==> src/rtl/lce_pkg.sv <==
// ----------------------------------------------------------------------------
// lce_pkg
// Shared types and constants for the line code encoder.
// ----------------------------------------------------------------------------
package lce_pkg;

    localparam int BURST_MAX = 8;                      // most symbols from one item
    localparam int BURST_IDX_W = $clog2(BURST_MAX);
    localparam int BURST_CNT_W = $clog2(BURST_MAX + 1);

    typedef logic signed [1:0] t_level;

    localparam t_level LVL_POS  = 2'sb01;
    localparam t_level LVL_ZERO = 2'sb00;
    localparam t_level LVL_NEG  = 2'sb11;

    typedef enum logic [2:0] {
        MODE_NRZL   = 3'd0,
        MODE_NRZI   = 3'd1,
        MODE_AMI    = 3'd2,
        MODE_MANCH  = 3'd3,
        MODE_DMANCH = 3'd4,
        MODE_B8ZS   = 3'd5,
        MODE_HDB3   = 3'd6
    } t_code_mode;

    typedef struct packed {
        t_level second;
        t_level first;
    } t_symbol;

    typedef struct packed {
        logic [2:0] held_zero_count;
        logic       last_mark_positive;
        logic       reference_level_high;
        logic       marks_since_violation_odd;
    } t_stream_state;

    function automatic t_level pol(input logic positive);
        return positive ? LVL_POS : LVL_NEG;
    endfunction

    function automatic t_stream_state clear_state(input t_code_mode mode);
        t_stream_state s;
        s.held_zero_count           = 3'd0;
        s.last_mark_positive        = (mode == MODE_B8ZS);
        s.reference_level_high      = 1'b0;
        s.marks_since_violation_odd = 1'b0;
        return s;
    endfunction

endpackage

==> src/rtl/lce_burst_gen.sv <==
// ----------------------------------------------------------------------------
// lce_burst_gen
// Encodes one data bit into a burst of up to eight line symbols and works out
// the stream state that follows it.
// ----------------------------------------------------------------------------
module lce_burst_gen
    import lce_pkg::*;
(
    input  t_code_mode               i_mode,
    input  t_stream_state            i_state,
    input  logic                     i_data_bit,
    input  logic                     i_end_of_stream,
    output t_symbol                  o_burst [BURST_MAX],
    output logic [BURST_CNT_W-1:0]   o_count,
    output t_stream_state            o_state
);

    t_stream_state        ns;
    t_symbol              sym [BURST_MAX];
    logic [BURST_CNT_W-1:0] n;
    logic                 first_high;
    t_level               p;
    t_level               np;

    always_comb begin
        ns         = i_state;
        n          = '0;
        first_high = 1'b0;
        p          = pol(i_state.last_mark_positive);
        np         = pol(!i_state.last_mark_positive);
        for (int i = 0; i < BURST_MAX; i++) begin
            sym[i] = '{second: LVL_ZERO, first: LVL_ZERO};
        end

        unique case (i_mode)
            MODE_NRZI: begin
                ns.reference_level_high = i_state.reference_level_high ^ i_data_bit;
                sym[0] = '{second: pol(ns.reference_level_high),
                           first:  pol(ns.reference_level_high)};
                n = BURST_CNT_W'(1);
            end
            MODE_AMI: begin
                if (i_data_bit) begin
                    ns.last_mark_positive = !i_state.last_mark_positive;
                    sym[0] = '{second: np, first: np};
                end
                n = BURST_CNT_W'(1);
            end
            MODE_MANCH: begin
                if (i_data_bit) begin
                    sym[0] = '{second: LVL_NEG, first: LVL_POS};
                end else begin
                    sym[0] = '{second: LVL_POS, first: LVL_NEG};
                end
                n = BURST_CNT_W'(1);
            end
            MODE_DMANCH: begin
                first_high = i_data_bit ? i_state.reference_level_high
                                        : !i_state.reference_level_high;
                sym[0] = '{second: pol(!first_high), first: pol(first_high)};
                ns.reference_level_high = !first_high;
                n = BURST_CNT_W'(1);
            end
            MODE_B8ZS, MODE_HDB3: begin
                if (i_data_bit) begin
                    // held zeros are already zero symbols; the mark follows them
                    ns.last_mark_positive = !i_state.last_mark_positive;
                    for (int i = 0; i < BURST_MAX; i++) begin
                        if (i_state.held_zero_count == BURST_IDX_W'(i)) begin
                            sym[i] = '{second: np, first: np};
                        end
                    end
                    n = BURST_CNT_W'(i_state.held_zero_count) + BURST_CNT_W'(1);
                    ns.held_zero_count = 3'd0;
                    if (i_mode == MODE_HDB3) begin
                        ns.marks_since_violation_odd = !i_state.marks_since_violation_odd;
                    end
                end else if (i_mode == MODE_B8ZS && i_state.held_zero_count == 3'd7) begin
                    // 000VB0VB
                    sym[3] = '{second: p,  first: p};
                    sym[4] = '{second: np, first: np};
                    sym[6] = '{second: np, first: np};
                    sym[7] = '{second: p,  first: p};
                    n = BURST_CNT_W'(8);
                    ns.held_zero_count = 3'd0;
                end else if (i_mode == MODE_HDB3 && i_state.held_zero_count >= 3'd3) begin
                    if (i_state.marks_since_violation_odd) begin
                        // 000V
                        sym[3] = '{second: p, first: p};
                    end else begin
                        // B00V
                        ns.last_mark_positive = !i_state.last_mark_positive;
                        sym[0] = '{second: np, first: np};
                        sym[3] = '{second: np, first: np};
                    end
                    n = BURST_CNT_W'(4);
                    ns.held_zero_count = 3'd0;
                    ns.marks_since_violation_odd = 1'b0;
                end else begin
                    ns.held_zero_count = i_state.held_zero_count + 3'd1;
                end
            end
            default: begin
                // NRZ-L, also for the unused mode code
                if (i_data_bit) begin
                    sym[0] = '{second: LVL_POS, first: LVL_POS};
                end else begin
                    sym[0] = '{second: LVL_NEG, first: LVL_NEG};
                end
                n = BURST_CNT_W'(1);
            end
        endcase

        if (i_end_of_stream) begin
            // still-held zeros go out as zero symbols after this bit's output
            n  = n + BURST_CNT_W'(ns.held_zero_count);
            ns = clear_state(i_mode);
        end
    end

    assign o_burst = sym;
    assign o_count = n;
    assign o_state = ns;

endmodule

==> src/rtl/line_code_encoder.sv <==
// ----------------------------------------------------------------------------
// line_code_encoder
// Multi-mode line encoder: NRZ-L, NRZ-I, AMI, Manchester, differential
// Manchester, B8ZS and HDB3, one data bit per input item.
// ----------------------------------------------------------------------------
// Each accepted bit is encoded in the cycle it arrives into a burst of zero to
// eight symbols, which loads a symbol shift register; the output side drains
// it one symbol per cycle while m_axis_tready is high. A bit is accepted when
// that register is empty or its final symbol is taken in the same cycle, so a
// one-symbol bit passes at one item per cycle unless the output stalls, a bit
// of more symbols holds the input until its last is taken, and a bit that only
// adds to a held zero run makes none. Write code_mode only while no symbols are
// pending; a write clears the held zeros and the polarity and parity state.
// ----------------------------------------------------------------------------
module line_code_encoder
    import lce_pkg::*;
(
    input  logic       i_clk,
    input  logic       i_rst_n,
    input  logic       i_cfg_wr_en,
    input  logic [2:0] i_cfg_wr_data,   // code_mode
    input  logic       s_axis_tvalid,
    output logic       s_axis_tready,
    input  logic [7:0] s_axis_tdata,    // [0] data_bit, [7:1] zero
    input  logic       s_axis_tlast,    // end_of_stream
    output logic       m_axis_tvalid,
    input  logic       m_axis_tready,
    output logic [7:0] m_axis_tdata,    // [1:0] level_first, [3:2] level_second, [7:4] zero
    output logic       m_axis_tlast     // last_of_run
);

    t_code_mode             r_mode;
    t_stream_state          r_state;
    t_symbol                r_sym [BURST_MAX];
    logic [BURST_CNT_W-1:0] r_cnt;

    t_symbol                gen_burst [BURST_MAX];
    logic [BURST_CNT_W-1:0] gen_count;
    t_stream_state          gen_state;
    logic                   in_accept;
    logic                   out_take;

    lce_burst_gen u_burst_gen (
        .i_mode          (r_mode),
        .i_state         (r_state),
        .i_data_bit      (s_axis_tdata[0]),
        .i_end_of_stream (s_axis_tlast),
        .o_burst         (gen_burst),
        .o_count         (gen_count),
        .o_state         (gen_state)
    );

    assign m_axis_tvalid = (r_cnt != '0);
    assign m_axis_tlast  = (r_cnt == BURST_CNT_W'(1));
    assign m_axis_tdata  = {4'b0000, r_sym[0].second, r_sym[0].first};
    assign out_take      = m_axis_tvalid && m_axis_tready;
    assign s_axis_tready = (r_cnt == '0) || (m_axis_tlast && m_axis_tready);
    assign in_accept     = s_axis_tvalid && s_axis_tready;

    // mode and stream state
    always_ff @(posedge i_clk) begin
        if (!i_rst_n) begin
            r_mode  <= MODE_NRZL;
            r_state <= clear_state(MODE_NRZL);
        end else if (i_cfg_wr_en) begin
            r_mode  <= t_code_mode'(i_cfg_wr_data);
            r_state <= clear_state(t_code_mode'(i_cfg_wr_data));
        end else if (in_accept) begin
            r_state <= gen_state;
        end
    end

    // symbol count
    always_ff @(posedge i_clk) begin
        if (!i_rst_n) begin
            r_cnt <= '0;
        end else if (in_accept) begin
            r_cnt <= gen_count;
        end else if (out_take) begin
            r_cnt <= r_cnt - BURST_CNT_W'(1);
        end
    end

    // symbol shift register, head at index 0
    always_ff @(posedge i_clk) begin
        if (in_accept) begin
            r_sym <= gen_burst;
        end else if (out_take) begin
            for (int i = 0; i < BURST_MAX - 1; i++) begin
                r_sym[i] <= r_sym[i+1];
            end
        end
    end

endmodule
==> config.mk <==
export PLATFORM = sky130hd
export DESIGN_NAME = line_code_encoder
export DESIGN_NICKNAME = d
export VERILOG_FILES = /design/src/rtl/lce_pkg.sv /design/src/rtl/lce_burst_gen.sv /design/src/rtl/line_code_encoder.sv
export SDC_FILE = /design/constraint.sdc
export NUM_CORES = 1
export LEC_CHECK = 0
export BUFFER_PORTS_ARGS = -buffer_cell sky130_fd_sc_hd__clkbuf_2
export CAP_MARGIN = 0
export CORE_AREA = 4 4 107 109
export DETAILED_ROUTE_END_ITERATION = 6
export DIE_AREA = 0 0 111 113
export GPL_ROUTABILITY_DRIVEN = 0
export GPL_TIMING_DRIVEN = 0
export REMOVE_ABC_BUFFERS = 1
export SLEW_MARGIN = 15
export SYNTH_ARGS = -nofsm -noshare
export SYNTH_HDL_FRONTEND = slang
export SYNTH_HIERARCHICAL = 1
export SYNTH_SLANG_ARGS = --single-unit
export TNS_END_PERCENT = 30
==> constraint.sdc <==
create_clock -name i_clk -period 3.6 [get_ports i_clk]
set_input_delay 0.9 -clock i_clk [delete_from_list [all_inputs] [get_ports i_clk]]
set_output_delay 0.9 -clock i_clk [all_outputs]
set_load 0.01 [all_outputs]
==> impl_metrics.env <==
export IMPL_cp_arrival_ps=3260
export IMPL_finalSetupTns_ps=0
export IMPL_p_leak_nw=1.18
export IMPL_crit_path_start_kind="flop"
export IMPL_rr_startpoint="r_state[3]"
export IMPL_multi_input_comb_area_mm2=0.00152
export IMPL_cts_htree_levels=2
export IMPL_vias=2005
export IMPL_netlist_instances=292
export IMPL_yosys_register_bits=45
export IMPL_fin_crit_sh=0.853
export IMPL_placed_cells=410
export IMPL_r2r_setup_slack_ps=530
export IMPL_crit_end="r_cnt[2]"
export IMPL_layout_commonest_cell="edfxtp_1"
export IMPL_core_mm2=0.0106
export IMPL_clock_sinks=45
export IMPL_hold_buffers=0
export IMPL_antenna_cells=0
export IMPL_die_area_mm2=0.0125
export IMPL_fillers=1085
export IMPL_status="finished clean"
export IMPL_critical_path_required_ps=3790
export IMPL_clk_latency_ps=300
export IMPL_p_sw_frac=0.327
export IMPL_final_max_slew_violation_count=0
export IMPL_ff_latch_area_mm2=0.00122
export IMPL_cts_tree="done"
export IMPL_min_period_ps=3070
export IMPL_layout_nets=309
export IMPL_finalSetupViolations=0
export IMPL_drt_iter0_drc=92
export IMPL_slew_headroom=0.522
export IMPL_finalHoldViolCount=0
export IMPL_synth_top_area_cell="edfxtp_1"
export IMPL_finalNonFillerCells=418
export IMPL_finalPower_w=0.00202
export IMPL_layout_common_cells="edfxtp_1 (32), mux2_1 (28), nand2_1 (19)"
export IMPL_hpwl_um=3890
export IMPL_ys_seq_area_frac=0.398
export IMPL_end_kind="flop"
export IMPL_rows=38
export IMPL_p_seq_frac=0.469
export IMPL_synth_edf_count=32
export IMPL_drt_antenna_violating_nets=0
export IMPL_die_h_um=113
export IMPL_avgViaCountPerCell=4.80
export IMPL_fmax_mhz=326
export IMPL_power_frac_comb=0.375
export IMPL_worstSetupPathType="reg2reg"
export IMPL_synth_top_area_frac=0.313
export IMPL_cp_startpoint="r_state[3]"
export IMPL_timing_rr_end="r_cnt[2]"
export IMPL_grt_first_pass_wirelength_um=9370
export IMPL_dr_pass1_iters=4
export IMPL_fin_worst_skew_ps=8.65
export IMPL_area_growth_pct=2.65
export IMPL_max_cap_violations=0
export IMPL_rsz0062_at_grt="no"
export IMPL_cts_buffer_depth=2
export IMPL_whs_ps=519
export IMPL_final_util=0.297
export IMPL_reg2reg_depth=12
export IMPL_p_clk_frac=0.156
export IMPL_powerDensity_mw_per_mm2=640
export IMPL_synth_cell_types=55
export IMPL_async_flop_share=0
export IMPL_antenna_found_initial=0
export IMPL_grt_usage=0.0892
export IMPL_first_global_vias=1967
export IMPL_syn_area_mm2=0.00307
export IMPL_grt_max_degree=37
export IMPL_path_max_fanout=9
export IMPL_io_pins=28
export IMPL_worst_slew_pin_slew_ps=716
export IMPL_cts_resized=0
export IMPL_synth_area_leaders="edfxtp_1 (31%), mux2_1 (10%), dfxtp_1 (8.5%)"
export IMPL_initial_utilization=0.289
export IMPL_clkTransAtPathRegs_ps=90
export IMPL_ys_flop_type="edfxtp_1"
export IMPL_routed_wl_um=5380
export IMPL_avgRoutedWirePerCell_um=12.9
export IMPL_layout_drive_gt1_share=0.129
export IMPL_route_detailed_drc=0
export IMPL_numCtsBuffers=5
export IMPL_synth_yosys_warnings=6
export IMPL_postCtsSetupRepairBufs=0
export IMPL_hold_path_class="reg2reg"
export IMPL_switchingPower_w=0.000660
export IMPL_overflow=0
export IMPL_die_x_um=111
export IMPL_numPortBuffers=16
export IMPL_syn_area_per_cell_um2=10.5
export IMPL_internal_power_w=0.00136
export IMPL_ir_drop_mv=0.207
export IMPL_cts_root_buf="clkbuf_8"
## synth_stat cells (all sizes together) (2+ instances only)
library cell,number
nand4,3
inv,11
a21oi,13
buf,36
nand2b,5
and2b,2
o22ai,3
nand3,6
nor2b,7
a211oi,2
o21ai,6
mux2i,11
edfxtp,32
and2,4
nand2,19
clkbuf,6
dfxtp,13
nor4,3
and3,3
o221ai,2
o211ai,2
o21a,5
xnor2,4
a22oi,2
mux2,32
xor2,2
ha,14
a22o,4
nor3b,2
nor2,14
nor3,8
## kinds of logic (layout without fill, tap and decap cells)
kind of cell	after synthesis	in the layout	synth area share
compound gates	50	50	0.118
xor+xnor	6	6	0.0171
fa+ha+maj	15	15	0.0636
buf+inv	54	37	0.111
flops	45	45	0.398
mux	43	43	0.155
other cells	1	4	0.00122
simple gates	78	78	0.136
## per-layer routing
layer / up-vias / part of all wire / GRT usage / routed length (µm)
met4: 0 / 0.017 / 0.0320 / 92
met5: - / 0 / 0 / 0
met1: 973 / 0.47 / 0.112 / 2520
met3: 8 / 0.028 / 0.0182 / 150
met2: 28 / 0.49 / 0.153 / 2620
li1: 996 / - / - / -
## per-stage QoR
step	cell area, µm²	worst slack [ps]
after floorplan	2780	725
after global placement	3040	219
after detailed placement	3060	432
after CTS	3150	536
after global routing	3150	318
final	3150	529
## critical path: stages (launching register included)
cell,delay [ps]
dfxtp_1,500
ha_1,230
ha_1,190
a211o_1,280
o22ai_2,160
a21oi_1,230
a21oi_1,70
ha_1,230
fa_1,430
xor2_1,160
mux2_2,260
mux2i_1,130
o22ai_1,100
## area by class of cell
type / count / share of cell area
timing repair buffer: 17 / 0.0318
multi-input combinational: 196 / 0.482
clock buffer: 5 / 0.0219
tap: 140 / 0.0556
inverter: 12 / 0.0143
sequential: 45 / 0.388
clock inverter: 3 / 0.00676
## state kept, by name, summed over array words and instances, names as in the netlist
name and count:
r_sym 28, r_mode 3, r_cnt 4, m_axis_tdata 4, r_state 6
## power groups by stage
stage | combinational (W) | sequential (W) | clock (W)
finish | 0.000755 | 0.000945 | 0.000315
global placement | 0.000733 | 0.000957 | 0
global route | 0.000846 | 0.000971 | 0.000346
detailed placement | 0.000770 | 0.000965 | 0
CTS | 0.000773 | 0.000952 | 0.000328
floorplan | 0.000563 | 0.000950 | 0
## how the worst min path moves through the flow
stage / start / to / slack [ps] / cells after the start
after floorplan: r_cnt[3] / r_cnt[3] / 470 / 2
after global placement: r_cnt[3] / r_cnt[3] / 490 / 2
after detailed placement: r_cnt[3] / r_cnt[3] / 510 / 2
after CTS: r_cnt[3] / r_cnt[3] / 520 / 2
after global routing: r_cnt[3] / r_cnt[3] / 550 / 2
final: r_cnt[3] / r_cnt[3] / 520 / 2
Power figures use the tool's default switching activity.
